`config.mk`:
```
export PLATFORM = sky130hd
export DESIGN_NAME = serial_led_command_interpreter_top
export DESIGN_NICKNAME = d
export VERILOG_FILES = /design/src/design/sli_pkg.sv /design/src/design/sli_front.sv /design/src/design/sli_fifo.sv /design/src/design/sli_back.sv /design/src/design/serial_led_command_interpreter_top.sv
export SDC_FILE = /design/constraint.sdc
export NUM_CORES = 1
export LEC_CHECK = 0
export BUFFER_PORTS_ARGS = -buffer_cell sky130_fd_sc_hd__buf_2
export CORE_MARGIN = 2
export CORE_UTILIZATION = 50
export DETAILED_ROUTE_END_ITERATION = 12
export GPL_ROUTABILITY_DRIVEN = 0
export PLACE_DENSITY_LB_ADDON = 0.12
export RECOVER_POWER = 25
export SYNTH_ARGS = -nofsm -noshare
export SYNTH_HDL_FRONTEND = slang
export SYNTH_SLANG_ARGS = --single-unit
```
`constraint.sdc`:
```
create_clock -name clk -period 11.8 [get_ports clk]
set_clock_uncertainty 0.1 [all_clocks]
set_input_delay 0.59 -clock clk [delete_from_list [all_inputs] [get_ports clk]]
set_output_delay 0.59 -clock clk [all_outputs]
set_load 0.01 [all_outputs]
```
`src/design/sli_pkg.sv`:
```
// shared types, constants and reply text tables for the serial led command interpreter
// no dependencies; used by every module of the block
package sli_pkg;

	// line buffer geometry: one slot is kept free, so a line holds LINE_BUFFER-1 characters
	localparam int LINE_BUFFER = 16;
	localparam int CNT_W       = $clog2(LINE_BUFFER);
	localparam int LINE_MAX    = LINE_BUFFER - 1;

	// only the first characters up to the longest command are ever compared
	localparam int TXT_KEEP = 7;
	localparam int TXT_IW   = $clog2(TXT_KEEP);

	// clock register
	localparam int                CLK_W     = 27;
	localparam logic [CLK_W-1:0]  CLK_RESET = CLK_W'(16000000);
	localparam int                DIGITS    = 9;
	localparam int                BCD_W     = 4 * DIGITS;
	localparam int                CONV_CW   = $clog2(CLK_W);

	// reply text
	localparam int IDX_W   = 6;
	localparam int TAB_W   = 8 * (1 << IDX_W);

	localparam logic [7:0] CH_CR   = 8'h0D;
	localparam logic [7:0] CH_LF   = 8'h0A;
	localparam logic [7:0] CH_NUL  = 8'h00;
	localparam logic [7:0] CH_ZERO = 8'h30;
	localparam logic [7:0] CH_ONE  = 8'h31;

	localparam logic [TAB_W-1:0] TXT_PING    = "OK PONG\r\n";
	localparam logic [TAB_W-1:0] TXT_VERSION = "OK FW 0.1\r\n";
	localparam logic [TAB_W-1:0] TXT_EXIT    =
		"OK DISCONNECTED\r\nCLOSE TERMINAL TO RECONNECT\r\n";
	localparam logic [TAB_W-1:0] TXT_HELP    =
		"OK Commands: R0/R1 G0/G1 B0/B1 X RGB:xyz STATE HELP\r\n";
	localparam logic [TAB_W-1:0] TXT_STATE   = "OK RGB=000\r\n";
	localparam logic [TAB_W-1:0] TXT_OK      = "OK\r\n";
	localparam logic [TAB_W-1:0] TXT_ERR     = "ERR\r\n";
	localparam logic [TAB_W-1:0] TXT_UPHEAD  = "OK ";

	localparam logic [IDX_W-1:0] LEN_PING    = IDX_W'(9);
	localparam logic [IDX_W-1:0] LEN_VERSION = IDX_W'(11);
	localparam logic [IDX_W-1:0] LEN_EXIT    = IDX_W'(46);
	localparam logic [IDX_W-1:0] LEN_HELP    = IDX_W'(53);
	localparam logic [IDX_W-1:0] LEN_STATE   = IDX_W'(12);
	localparam logic [IDX_W-1:0] LEN_OK      = IDX_W'(4);
	localparam logic [IDX_W-1:0] LEN_ERR     = IDX_W'(5);
	localparam logic [IDX_W-1:0] LEN_UPHEAD  = IDX_W'(3);
	localparam logic [IDX_W-1:0] LEN_UPTAIL  = IDX_W'(2);

	// led characters in the state reply
	localparam logic [IDX_W-1:0] POS_RED   = IDX_W'(7);
	localparam logic [IDX_W-1:0] POS_GREEN = IDX_W'(8);
	localparam logic [IDX_W-1:0] POS_BLUE  = IDX_W'(9);

	typedef enum logic [2:0] {
		CMD_UPTIME,
		CMD_PING,
		CMD_VERSION,
		CMD_EXIT,
		CMD_HELP,
		CMD_STATE,
		CMD_OK,
		CMD_ERR
	} cmd_t;

	// one classified line, with led and session state after the command
	typedef struct packed {
		cmd_t cmd;
		logic red;
		logic green;
		logic blue;
		logic open;
	} entry_t;

	typedef enum logic [1:0] {
		B_IDLE,
		B_CONV,
		B_TRIM,
		B_SEND
	} bstate_t;

	localparam int FIFO_DEPTH = 2;
	localparam int FIFO_PW    = $clog2(FIFO_DEPTH);
	localparam int FIFO_CW    = $clog2(FIFO_DEPTH + 1);

	// byte i of an n-character string stored right-justified in a table word
	function automatic logic [7:0] txt_at(logic [TAB_W-1:0] s, logic [IDX_W-1:0] n,
		logic [IDX_W-1:0] i);
		logic [IDX_W-1:0] pos;
		pos = n - i - IDX_W'(1);
		return s[{pos, 3'b000} +: 8];
	endfunction

	// length of a fixed reply
	function automatic logic [IDX_W-1:0] msg_len(cmd_t cmd);
		logic [IDX_W-1:0] n;
		unique case (cmd)
			CMD_PING:    n = LEN_PING;
			CMD_VERSION: n = LEN_VERSION;
			CMD_EXIT:    n = LEN_EXIT;
			CMD_HELP:    n = LEN_HELP;
			CMD_STATE:   n = LEN_STATE;
			CMD_OK:      n = LEN_OK;
			CMD_ERR:     n = LEN_ERR;
			default:     n = '0;
		endcase
		return n;
	endfunction

	// byte of a fixed reply
	function automatic logic [7:0] msg_byte(cmd_t cmd, logic [IDX_W-1:0] i);
		logic [7:0] b;
		unique case (cmd)
			CMD_PING:    b = txt_at(TXT_PING, LEN_PING, i);
			CMD_VERSION: b = txt_at(TXT_VERSION, LEN_VERSION, i);
			CMD_EXIT:    b = txt_at(TXT_EXIT, LEN_EXIT, i);
			CMD_HELP:    b = txt_at(TXT_HELP, LEN_HELP, i);
			CMD_STATE:   b = txt_at(TXT_STATE, LEN_STATE, i);
			CMD_OK:      b = txt_at(TXT_OK, LEN_OK, i);
			CMD_ERR:     b = txt_at(TXT_ERR, LEN_ERR, i);
			default:     b = CH_NUL;
		endcase
		return b;
	endfunction

endpackage

```
`src/design/sli_front.sv`:
```
// front end: gathers received bytes into a line and classifies it on a terminator
// depends on sli_pkg; pushes one entry per non-empty finished line into the queue while the session is open
module sli_front (
	input  logic            clk,
	input  logic            arst_n,
	input  logic            rx_valid,
	output logic            rx_stall,
	input  logic [7:0]      rx_byte,
	input  logic            q_full,
	output logic            q_push,
	output sli_pkg::entry_t q_data
);
	import sli_pkg::*;

	logic [7:0]            text_q [TXT_KEEP];
	logic [CNT_W-1:0]      count_q;
	logic [CNT_W-1:0]      tlen_q;
	logic                  zero_q;
	logic                  red_q, green_q, blue_q, open_q;

	logic                  rx_fire, is_term;
	logic [8*TXT_KEEP-1:0] txt;
	logic [7:0]            u0, u1, u2, u3;
	logic                  bit_a, bit_b, bit_c;
	entry_t                ent;

	function automatic logic [7:0] upper(logic [7:0] c);
		return (c >= "a" && c <= "z") ? c - 8'd32 : c;
	endfunction

	function automatic logic is_bit(logic [7:0] c);
		return c == CH_ZERO || c == CH_ONE;
	endfunction

	assign rx_stall = q_full;
	assign rx_fire  = rx_valid && !rx_stall;
	assign is_term  = rx_byte == CH_CR || rx_byte == CH_LF;

	// kept characters as one word, first character on top
	always_comb begin
		for (int i = 0; i < TXT_KEEP; i++) begin
			txt[8*(TXT_KEEP-1-i) +: 8] = text_q[i];
		end
	end

	assign u0 = upper(txt[55:48]);
	assign u1 = upper(txt[47:40]);
	assign u2 = upper(txt[39:32]);
	assign u3 = upper(txt[31:24]);
	assign bit_a = is_bit(txt[23:16]);
	assign bit_b = is_bit(txt[15:8]);
	assign bit_c = is_bit(txt[7:0]);

	// command match, in priority order, with the led and session update it implies
	always_comb begin
		ent.cmd   = CMD_ERR;
		ent.red   = red_q;
		ent.green = green_q;
		ent.blue  = blue_q;
		ent.open  = open_q;
		if (tlen_q == CNT_W'(6) && txt[55:8] == "UPTIME") begin
			ent.cmd = CMD_UPTIME;
		end else if (tlen_q == CNT_W'(4) && txt[55:24] == "PING") begin
			ent.cmd = CMD_PING;
		end else if (tlen_q == CNT_W'(7) && txt == "VERSION") begin
			ent.cmd = CMD_VERSION;
		end else if (tlen_q == CNT_W'(4) && u0 == "E" && u1 == "X" && u2 == "I" && u3 == "T") begin
			ent.cmd  = CMD_EXIT;
			ent.open = 1'b0;
		end else if (tlen_q == CNT_W'(4) && txt[55:24] == "HELP") begin
			ent.cmd = CMD_HELP;
		end else if (tlen_q == CNT_W'(5) && txt[55:16] == "STATE") begin
			ent.cmd = CMD_STATE;
		end else if (tlen_q == CNT_W'(1) && txt[55:48] == "X") begin
			ent.cmd   = CMD_OK;
			ent.red   = 1'b0;
			ent.green = 1'b0;
			ent.blue  = 1'b0;
		end else if (tlen_q == CNT_W'(7) && txt[55:24] == "RGB:" && bit_a && bit_b && bit_c) begin
			ent.cmd   = CMD_OK;
			ent.red   = txt[23:16] == CH_ONE;
			ent.green = txt[15:8] == CH_ONE;
			ent.blue  = txt[7:0] == CH_ONE;
		end else if (tlen_q == CNT_W'(2) && is_bit(txt[47:40]) &&
			(txt[55:48] == "R" || txt[55:48] == "G" || txt[55:48] == "B")) begin
			ent.cmd = CMD_OK;
			case (txt[55:48])
				"R":     ent.red   = txt[47:40] == CH_ONE;
				"G":     ent.green = txt[47:40] == CH_ONE;
				default: ent.blue  = txt[47:40] == CH_ONE;
			endcase
		end
	end

	assign q_push = rx_fire && open_q && is_term && count_q != '0;
	assign q_data = ent;

	// line bookkeeping, led and session state
	always_ff @(posedge clk or negedge arst_n) begin
		if (!arst_n) begin
			count_q <= '0;
			tlen_q  <= '0;
			zero_q  <= 1'b0;
			red_q   <= 1'b0;
			green_q <= 1'b0;
			blue_q  <= 1'b0;
			open_q  <= 1'b1;
		end else if (rx_fire && open_q) begin
			if (is_term) begin
				if (count_q != '0) begin
					count_q <= '0;
					tlen_q  <= '0;
					zero_q  <= 1'b0;
					red_q   <= ent.red;
					green_q <= ent.green;
					blue_q  <= ent.blue;
					open_q  <= ent.open;
				end
			end else if (count_q < CNT_W'(LINE_MAX)) begin
				count_q <= count_q + CNT_W'(1);
				if (!zero_q) begin
					if (rx_byte == CH_NUL) begin
						zero_q <= 1'b1;
					end else begin
						tlen_q <= tlen_q + CNT_W'(1);
					end
				end
			end
		end
	end

	// character store, only the leading characters are kept
	always_ff @(posedge clk) begin
		if (rx_fire && open_q && !is_term && count_q < CNT_W'(LINE_MAX) && !zero_q &&
			rx_byte != CH_NUL && tlen_q < CNT_W'(TXT_KEEP)) begin
			text_q[tlen_q[TXT_IW-1:0]] <= rx_byte;
		end
	end

endmodule

```
`src/design/sli_fifo.sv`:
```
// short queue of classified lines between front and back
// depends on sli_pkg for the entry type and depth
module sli_fifo (
	input  logic            clk,
	input  logic            arst_n,
	input  logic            push,
	input  sli_pkg::entry_t wdata,
	input  logic            pop,
	output sli_pkg::entry_t rdata,
	output logic            full,
	output logic            empty
);
	import sli_pkg::*;

	entry_t               mem_q [FIFO_DEPTH];
	logic [FIFO_PW-1:0]   wptr_q, rptr_q;
	logic [FIFO_CW-1:0]   cnt_q;
	logic                 do_push, do_pop;

	assign full    = cnt_q == FIFO_CW'(FIFO_DEPTH);
	assign empty   = cnt_q == '0;
	assign do_push = push && !full;
	assign do_pop  = pop && !empty;
	assign rdata   = mem_q[rptr_q];

	// pointers and fill level
	always_ff @(posedge clk or negedge arst_n) begin
		if (!arst_n) begin
			wptr_q <= '0;
			rptr_q <= '0;
			cnt_q  <= '0;
		end else begin
			if (do_push) begin
				wptr_q <= (wptr_q == FIFO_PW'(FIFO_DEPTH - 1)) ? '0 : wptr_q + FIFO_PW'(1);
			end
			if (do_pop) begin
				rptr_q <= (rptr_q == FIFO_PW'(FIFO_DEPTH - 1)) ? '0 : rptr_q + FIFO_PW'(1);
			end
			if (do_push && !do_pop) begin
				cnt_q <= cnt_q + FIFO_CW'(1);
			end else if (do_pop && !do_push) begin
				cnt_q <= cnt_q - FIFO_CW'(1);
			end
		end
	end

	// entry storage
	always_ff @(posedge clk) begin
		if (do_push) begin
			mem_q[wptr_q] <= wdata;
		end
	end

endmodule

```
`src/design/sli_back.sv`:
```
// back end: takes one classified line at a time and streams its reply bytes
// depends on sli_pkg; holds the clock register and the decimal converter
module sli_back (
	input  logic                     clk,
	input  logic                     arst_n,
	input  logic                     cfg_we,
	input  logic [sli_pkg::CLK_W-1:0] cfg_wdata,
	input  logic                     q_empty,
	input  sli_pkg::entry_t          q_data,
	output logic                     q_pop,
	output logic                     tx_valid,
	input  logic                     tx_stall,
	output logic [7:0]               tx_byte,
	output logic                     last_of_reply,
	output logic                     led_red,
	output logic                     led_green,
	output logic                     led_blue,
	output logic                     link_open
);
	import sli_pkg::*;

	bstate_t             state_q, state_d;
	logic [CLK_W-1:0]    clock_hz_q;
	entry_t              ent_q;
	logic [IDX_W-1:0]    idx_q, len_q;
	logic [CLK_W-1:0]    bin_q;
	logic [BCD_W-1:0]    bcd_q, bcd_adj;
	logic [CONV_CW-1:0]  cnt_q;
	logic [3:0]          ndig_q;
	logic                ov_q;

	logic                adv, load;
	logic [7:0]          cur_byte;
	logic                cur_last, in_digits;
	logic [IDX_W-1:0]    dig_end;

	// clock register
	always_ff @(posedge clk or negedge arst_n) begin
		if (!arst_n) begin
			clock_hz_q <= CLK_RESET;
		end else if (cfg_we) begin
			clock_hz_q <= cfg_wdata;
		end
	end

	// add-3 correction of every bcd digit before the shift
	always_comb begin
		for (int d = 0; d < DIGITS; d++) begin
			bcd_adj[4*d +: 4] = (bcd_q[4*d +: 4] >= 4'd5) ? bcd_q[4*d +: 4] + 4'd3 : bcd_q[4*d +: 4];
		end
	end

	// current reply byte
	assign dig_end   = LEN_UPHEAD + IDX_W'(ndig_q);
	assign in_digits = idx_q >= LEN_UPHEAD && idx_q < dig_end;
	always_comb begin
		if (ent_q.cmd == CMD_UPTIME) begin
			if (idx_q < LEN_UPHEAD) begin
				cur_byte = txt_at(TXT_UPHEAD, LEN_UPHEAD, idx_q);
			end else if (in_digits) begin
				cur_byte = CH_ZERO | {4'd0, bcd_q[BCD_W-1 -: 4]};
			end else if (idx_q == dig_end) begin
				cur_byte = CH_CR;
			end else begin
				cur_byte = CH_LF;
			end
		end else if (ent_q.cmd == CMD_STATE && idx_q == POS_RED) begin
			cur_byte = ent_q.red ? CH_ONE : CH_ZERO;
		end else if (ent_q.cmd == CMD_STATE && idx_q == POS_GREEN) begin
			cur_byte = ent_q.green ? CH_ONE : CH_ZERO;
		end else if (ent_q.cmd == CMD_STATE && idx_q == POS_BLUE) begin
			cur_byte = ent_q.blue ? CH_ONE : CH_ZERO;
		end else begin
			cur_byte = msg_byte(ent_q.cmd, idx_q);
		end
	end
	assign cur_last = idx_q == len_q - IDX_W'(1);

	assign adv  = !ov_q || !tx_stall;
	assign load = state_q == B_SEND && adv;

	// sequencer next state
	always_comb begin
		state_d = state_q;
		q_pop   = 1'b0;
		unique case (state_q)
			B_IDLE: begin
				if (!q_empty) begin
					q_pop   = 1'b1;
					state_d = (q_data.cmd == CMD_UPTIME) ? B_CONV : B_SEND;
				end
			end
			B_CONV: begin
				if (cnt_q == CONV_CW'(CLK_W - 1)) begin
					state_d = B_TRIM;
				end
			end
			B_TRIM: begin
				if (bcd_q[BCD_W-1 -: 4] != 4'd0 || ndig_q == 4'd1) begin
					state_d = B_SEND;
				end
			end
			B_SEND: begin
				if (load && cur_last) begin
					state_d = B_IDLE;
				end
			end
			default: state_d = B_IDLE;
		endcase
	end

	// control registers
	always_ff @(posedge clk or negedge arst_n) begin
		if (!arst_n) begin
			state_q <= B_IDLE;
			ov_q    <= 1'b0;
		end else begin
			state_q <= state_d;
			if (load) begin
				ov_q <= 1'b1;
			end else if (!tx_stall) begin
				ov_q <= 1'b0;
			end
		end
	end

	// reply work registers: entry, byte index, binary to decimal conversion
	always_ff @(posedge clk) begin
		unique case (state_q)
			B_IDLE: begin
				ent_q  <= q_data;
				idx_q  <= '0;
				len_q  <= msg_len(q_data.cmd);
				bin_q  <= clock_hz_q;
				bcd_q  <= '0;
				cnt_q  <= '0;
				ndig_q <= 4'(DIGITS);
			end
			B_CONV: begin
				bcd_q <= {bcd_adj[BCD_W-2:0], bin_q[CLK_W-1]};
				bin_q <= {bin_q[CLK_W-2:0], 1'b0};
				cnt_q <= cnt_q + CONV_CW'(1);
			end
			B_TRIM: begin
				if (bcd_q[BCD_W-1 -: 4] != 4'd0 || ndig_q == 4'd1) begin
					len_q <= LEN_UPHEAD + IDX_W'(ndig_q) + LEN_UPTAIL;
				end else begin
					bcd_q  <= {bcd_q[BCD_W-5:0], 4'd0};
					ndig_q <= ndig_q - 4'd1;
				end
			end
			B_SEND: begin
				if (load) begin
					idx_q <= idx_q + IDX_W'(1);
					if (ent_q.cmd == CMD_UPTIME && in_digits) begin
						bcd_q <= {bcd_q[BCD_W-5:0], 4'd0};
					end
				end
			end
			default: ;
		endcase
	end

	// output register
	always_ff @(posedge clk) begin
		if (load) begin
			tx_byte       <= cur_byte;
			last_of_reply <= cur_last;
			led_red       <= ent_q.red;
			led_green     <= ent_q.green;
			led_blue      <= ent_q.blue;
			link_open     <= ent_q.open;
		end
	end

	assign tx_valid = ov_q;

endmodule

```
`src/design/serial_led_command_interpreter_top.sv`:
```
// Serial LED command interpreter: bytes in, reply text bytes out.
// Throughput: one received byte per cycle while the two-entry line queue has room; reply
// bytes leave at one per cycle while tx_stall is low, with an idle state between replies.
// Uptime replies first run 27 bit-serial conversion steps, then trim up to 8 leading zeros.
// Reset (arst_n low, asynchronous) clears the line, led state off, session open, clock
// 16000000; the led and link_open output registers have no reset.
module serial_led_command_interpreter_top (
	input  logic                      clk,
	input  logic                      arst_n,
	input  logic                      cfg_we,
	input  logic [sli_pkg::CLK_W-1:0] cfg_wdata,
	input  logic                      rx_valid,
	output logic                      rx_stall,
	input  logic [7:0]                rx_byte,
	output logic                      tx_valid,
	input  logic                      tx_stall,
	output logic [7:0]                tx_byte,
	output logic                      last_of_reply,
	output logic                      led_red,
	output logic                      led_green,
	output logic                      led_blue,
	output logic                      link_open
);
	import sli_pkg::*;

	entry_t push_data, pop_data;
	logic   push, pop, full, empty;

	// line gathering and classification
	sli_front u_front (
		.clk      (clk),
		.arst_n   (arst_n),
		.rx_valid (rx_valid),
		.rx_stall (rx_stall),
		.rx_byte  (rx_byte),
		.q_full   (full),
		.q_push   (push),
		.q_data   (push_data)
	);

	// queue of classified lines
	sli_fifo u_fifo (
		.clk    (clk),
		.arst_n (arst_n),
		.push   (push),
		.wdata  (push_data),
		.pop    (pop),
		.rdata  (pop_data),
		.full   (full),
		.empty  (empty)
	);

	// reply generation
	sli_back u_back (
		.clk           (clk),
		.arst_n        (arst_n),
		.cfg_we        (cfg_we),
		.cfg_wdata     (cfg_wdata),
		.q_empty       (empty),
		.q_data        (pop_data),
		.q_pop         (pop),
		.tx_valid      (tx_valid),
		.tx_stall      (tx_stall),
		.tx_byte       (tx_byte),
		.last_of_reply (last_of_reply),
		.led_red       (led_red),
		.led_green     (led_green),
		.led_blue      (led_blue),
		.link_open     (link_open)
	);

endmodule
```
==> run summary <==
The run finished, with violations left. The checks that failed: capacitance limit, slew limit. The worst reg2reg path startpoint is u_back.idx_q[1]. Walking the worst path, the cells encountered are inv_1, ha_1, nor2b_1, o21ai_1, nand2_1, nor4_1, a21boi_0, o2111a_1, a32oi_1. The endpoint identified for the worst register-to-register timing path is u_back.tx_byte[4]. The largest single stage delay on the critical path is 1000 ps. Measured along the x axis, the die boundary spans 171 µm. The TritonCTS clock tree is done. Leaving out fill and tap cells, the most frequent cells in the layout are edfxtp_1, nor2_1, nand2_1. The maximum count of clock buffers along a single path is 3.

The die area came out at 29400 µm². Entering global routing, the biggest net connects 67 pins. The routed wirelength normalized by instance count came out at 19.1 µm. The number of antenna violations at the first check in global routing is 1. In the routed layout, each cell is associated on average with a via count of 6.10.

The most common flop cell mapped by yosys is edfxtp_1. The path class of the lowest-slack min-delay path is in -> reg. The area inside the core boundary is 27700 µm². The setup-violating endpoint count in the final report is 0. The internal reg-to-reg setup slack is 7320 ps. The slowest cell on the critical path is nor4_1.

The library cell used most frequently in the layout, excluding fill and tap cells, is edfxtp_1. By area the synthesized netlist is led by edfxtp_1, dfrtp_1, ha_1, mux2_2, nor2_1. The static leakage came out at 0.00575 µW. Counting the buffers created by CTS gives 25. The count of final hold-check violations came to 0. In this run the remaining antenna-violating nets after routing total 0.

The vertical die dimension came out at 171 µm. The final worst-path cycle share came out at 38.0%. The via count of the first global-routing pass was 10400. The buffering stage count on the worst path with inverters included is 1. edfxtp_1 takes more of the synthesized area than any other cell. The root buffer cell chosen for the clock tree is clkbuf_16. Setup repair after global routing left no endpoint under its margin.

The post-synthesis cell count is 1411. The global-route congestion overflow total is 0. The number of placed I/O pins is 55. The number of max-cap violations came out at 1.

Before antenna repair, the detailed router went through 6 iterations. The per-instance average area after synthesis came out at 9.94 µm². The number of pins with negative max-slew slack in the final report came out at 48. The DRC violations left is 0. By startpoint and endpoint, the worst setup path is classified as reg -> reg. The number of cells on the worst hold path came out at 2.

The area share of the largest cell type after synthesis came out at 37.0%. For the pin with the worst max-slew slack, the measured transition is 2620 ps. The async set-or-reset flop fraction in the synthesized netlist is 21.4%.

The summed negative setup slack over all endpoints is 0 ps. The total number of nets in the final design is 1537. The worst pin sits at a relative slew slack of -74.8%. The share of post-route cells with drive strength above 1 came out at 13.1%. The count of synthesis-stage warnings from yosys is 0. The number of placed instances, taps included, is 1776. The first-pass GRT wire length came out at 55700 µm. The global-route usage over all layers is 23.8%. The startpoint kind of the worst setup timing path is a flop. The count of vias placed by the detailed router is 11100. Yosys mapped a number of flops with a built-in enable equal to 173. The highest clock frequency the design can meet is 0.223 GHz.

The number of non-filler instances in the completed layout came out at 1821. The H-tree depth reported by CTS is 1. The post-DP HPWL came out at 23800 µm. The required time at the endpoint of the critical path came out at 12070 ps. The number of nets in the synthesized netlist came out at 1523. The number of hold buffers added after CTS came out at 0. The depth of the worst register-to-register path is 9. The power per standard cell area came out at 289 nW/µm². The portion of the post-synthesis area used by sequential elements is 45.5%.

The startpoint identified for the worst hold timing path is cfg_wdata[13]. The category of cells accounting for the largest share of critical-path delay is simple AND/OR/NAND/NOR gates. The post-CTS setup buffer count is 0. The number of I/O port buffers is 53. The violation count after the first detailed-routing iteration came out at 1152.

Compared with the post-synthesis result, the final layout area differs by 9.49%. The cell row count is 61. The sink count of the clock tree came out at 220. The repair_antennas step left the layout with diodes totalling 0.

After clock tree synthesis, the clock-pin slew on the worst setup and hold paths is 60 ps. The worst vdd rail ir drop came out at 0.146 mV. The hold path endpoint is u_back.clock_hz_q[13].

After detailed routing, the total wire length is 34700 µm. Fill cells in the final layout number 2480. The initial core utilization is 50.6%. The worst-path maximum fanout is 20. The number of distinct library cells after synthesis came out at 88. The final period demand of the worst path is 4480 ps. Post-CTS repair changed the size of 0 cells. STA puts the critical path data arrival time at 4750 ps. The total design power is 4440 µW.

The synthesized cell area is 14000 µm². The clock latency on the worst-skew pair is 530 ps. STA classifies the critical path endpoint as a flop. The flip-flop and latch count after synthesis came out at 220.
## area by class of cell
class	instances	area (µm²)	area share [%]
clock buffer	30	654	4.26
clock inverter	15	149	0.970
inverter	66	248	1.61
multi-input combinational	1044	7080	46.1
sequential	220	6380	41.6
tap	378	473	3.08
timing repair buffer	68	365	2.38
## how the worst max path moves through the flow
stage,from,to,slack (ps),cells past startpoint
after floorplan,u_back.idx_q[2],u_back.bcd_q[0],7280,11
after detailed placement,u_back.idx_q[1],u_back.tx_byte[4],7490,11
final,u_back.idx_q[1],u_back.tx_byte[4],7320,9
after global routing,u_back.idx_q[1],u_back.tx_byte[4],7100,11
after CTS,u_back.idx_q[1],u_back.tx_byte[4],7490,11
after global placement,u_back.idx_q[1],u_back.tx_byte[4],7570,11
## Yosys cell counts (17+ instances only)
cell type / count
inv_1: 65
mux2_2: 62
clkbuf_1: 55
ha_1: 72
xnor2_1: 35
a21oi_1: 68
o21ai_0: 68
nand2_1: 121
and2_1: 17
dfrtp_1: 39
nand2b_1: 30
nand3_1: 35
nor2_1: 143
edfxtp_1: 173
nor2b_1: 22
a22oi_1: 34
xor2_1: 23
nor4_1: 20
nor3_1: 27
## sequential cells by signal, summed over array words and instances (netlist names), 2 cells and up
name,count
u_front.text_q,56
u_back.bcd_q,36
u_back.bin_q,27
u_back.clock_hz_q,27
u_fifo.mem_q,14
u_back.ent_q,7
u_back.tx_byte,7
u_back.idx_q,6
u_back.len_q,6
u_back.cnt_q,5
u_back.ndig_q,4
u_front.count_q,4
u_front.tlen_q,4
u_back.state_q,2
u_fifo.cnt_q,2
## worst register-to-register path, cell delays in order, from the launching register on
cell and delay [ps]:
edfxtp_1 880, inv_1 450, ha_1 390, nor2b_1 180
o21ai_1 250, nand2_1 440, nor4_1 1000, a21boi_0 220
o2111a_1 220, a32oi_1 210
## report_power, final
| group | switching [µW] | leakage (µW) | total, µW | internal [µW] |
|---|---|---|---|---|
| Sequential | 180 | 0.00220 | 1340 | 1160 |
| Combinational | 1480 | 0.00316 | 2340 | 861 |
| Clock | 313 | 0.000387 | 756 | 443 |
## per-layer routing
metal | vias up | track usage (%) | routed length, µm
li1 | 5250 | - | -
met1 | 5307 | 33.6 | 15300
met4 | 2 | 9.51 | 1310
met5 | - | 0 | 26
met2 | 440 | 36.8 | 15700
met3 | 108 | 3.45 | 2370
## cells by family (layout without fill, tap and decap cells)
family / count (synthesis) / count (layout) / share of synthesized area [%]
simple gates: 508 / 508 / 18.3
mux: 79 / 79 / 6.28
fa+ha+maj: 72 / 72 / 6.42
other cells: 1 / 1 / 0.0267
flops: 220 / 220 / 45.5
buf+inv: 147 / 179 / 4.14
xor+xnor: 59 / 59 / 3.74
compound gates: 325 / 325 / 15.6
## metrics by stage
stage	instance area (µm²)	util [%]	hold WS, ps	setup WS (ps)
6_report	15400	55.4	190	7320
5_1_grt	15400	55.4	169	7100
4_1_cts	15400	55.5	164	7490
3_5_place_dp	14600	52.6	308	7490
3_3_place_gp	14600	52.6	305	7570
2_1_floorplan	14000	-	194	7280
Note: power is estimated with default switching activity, not from simulation.
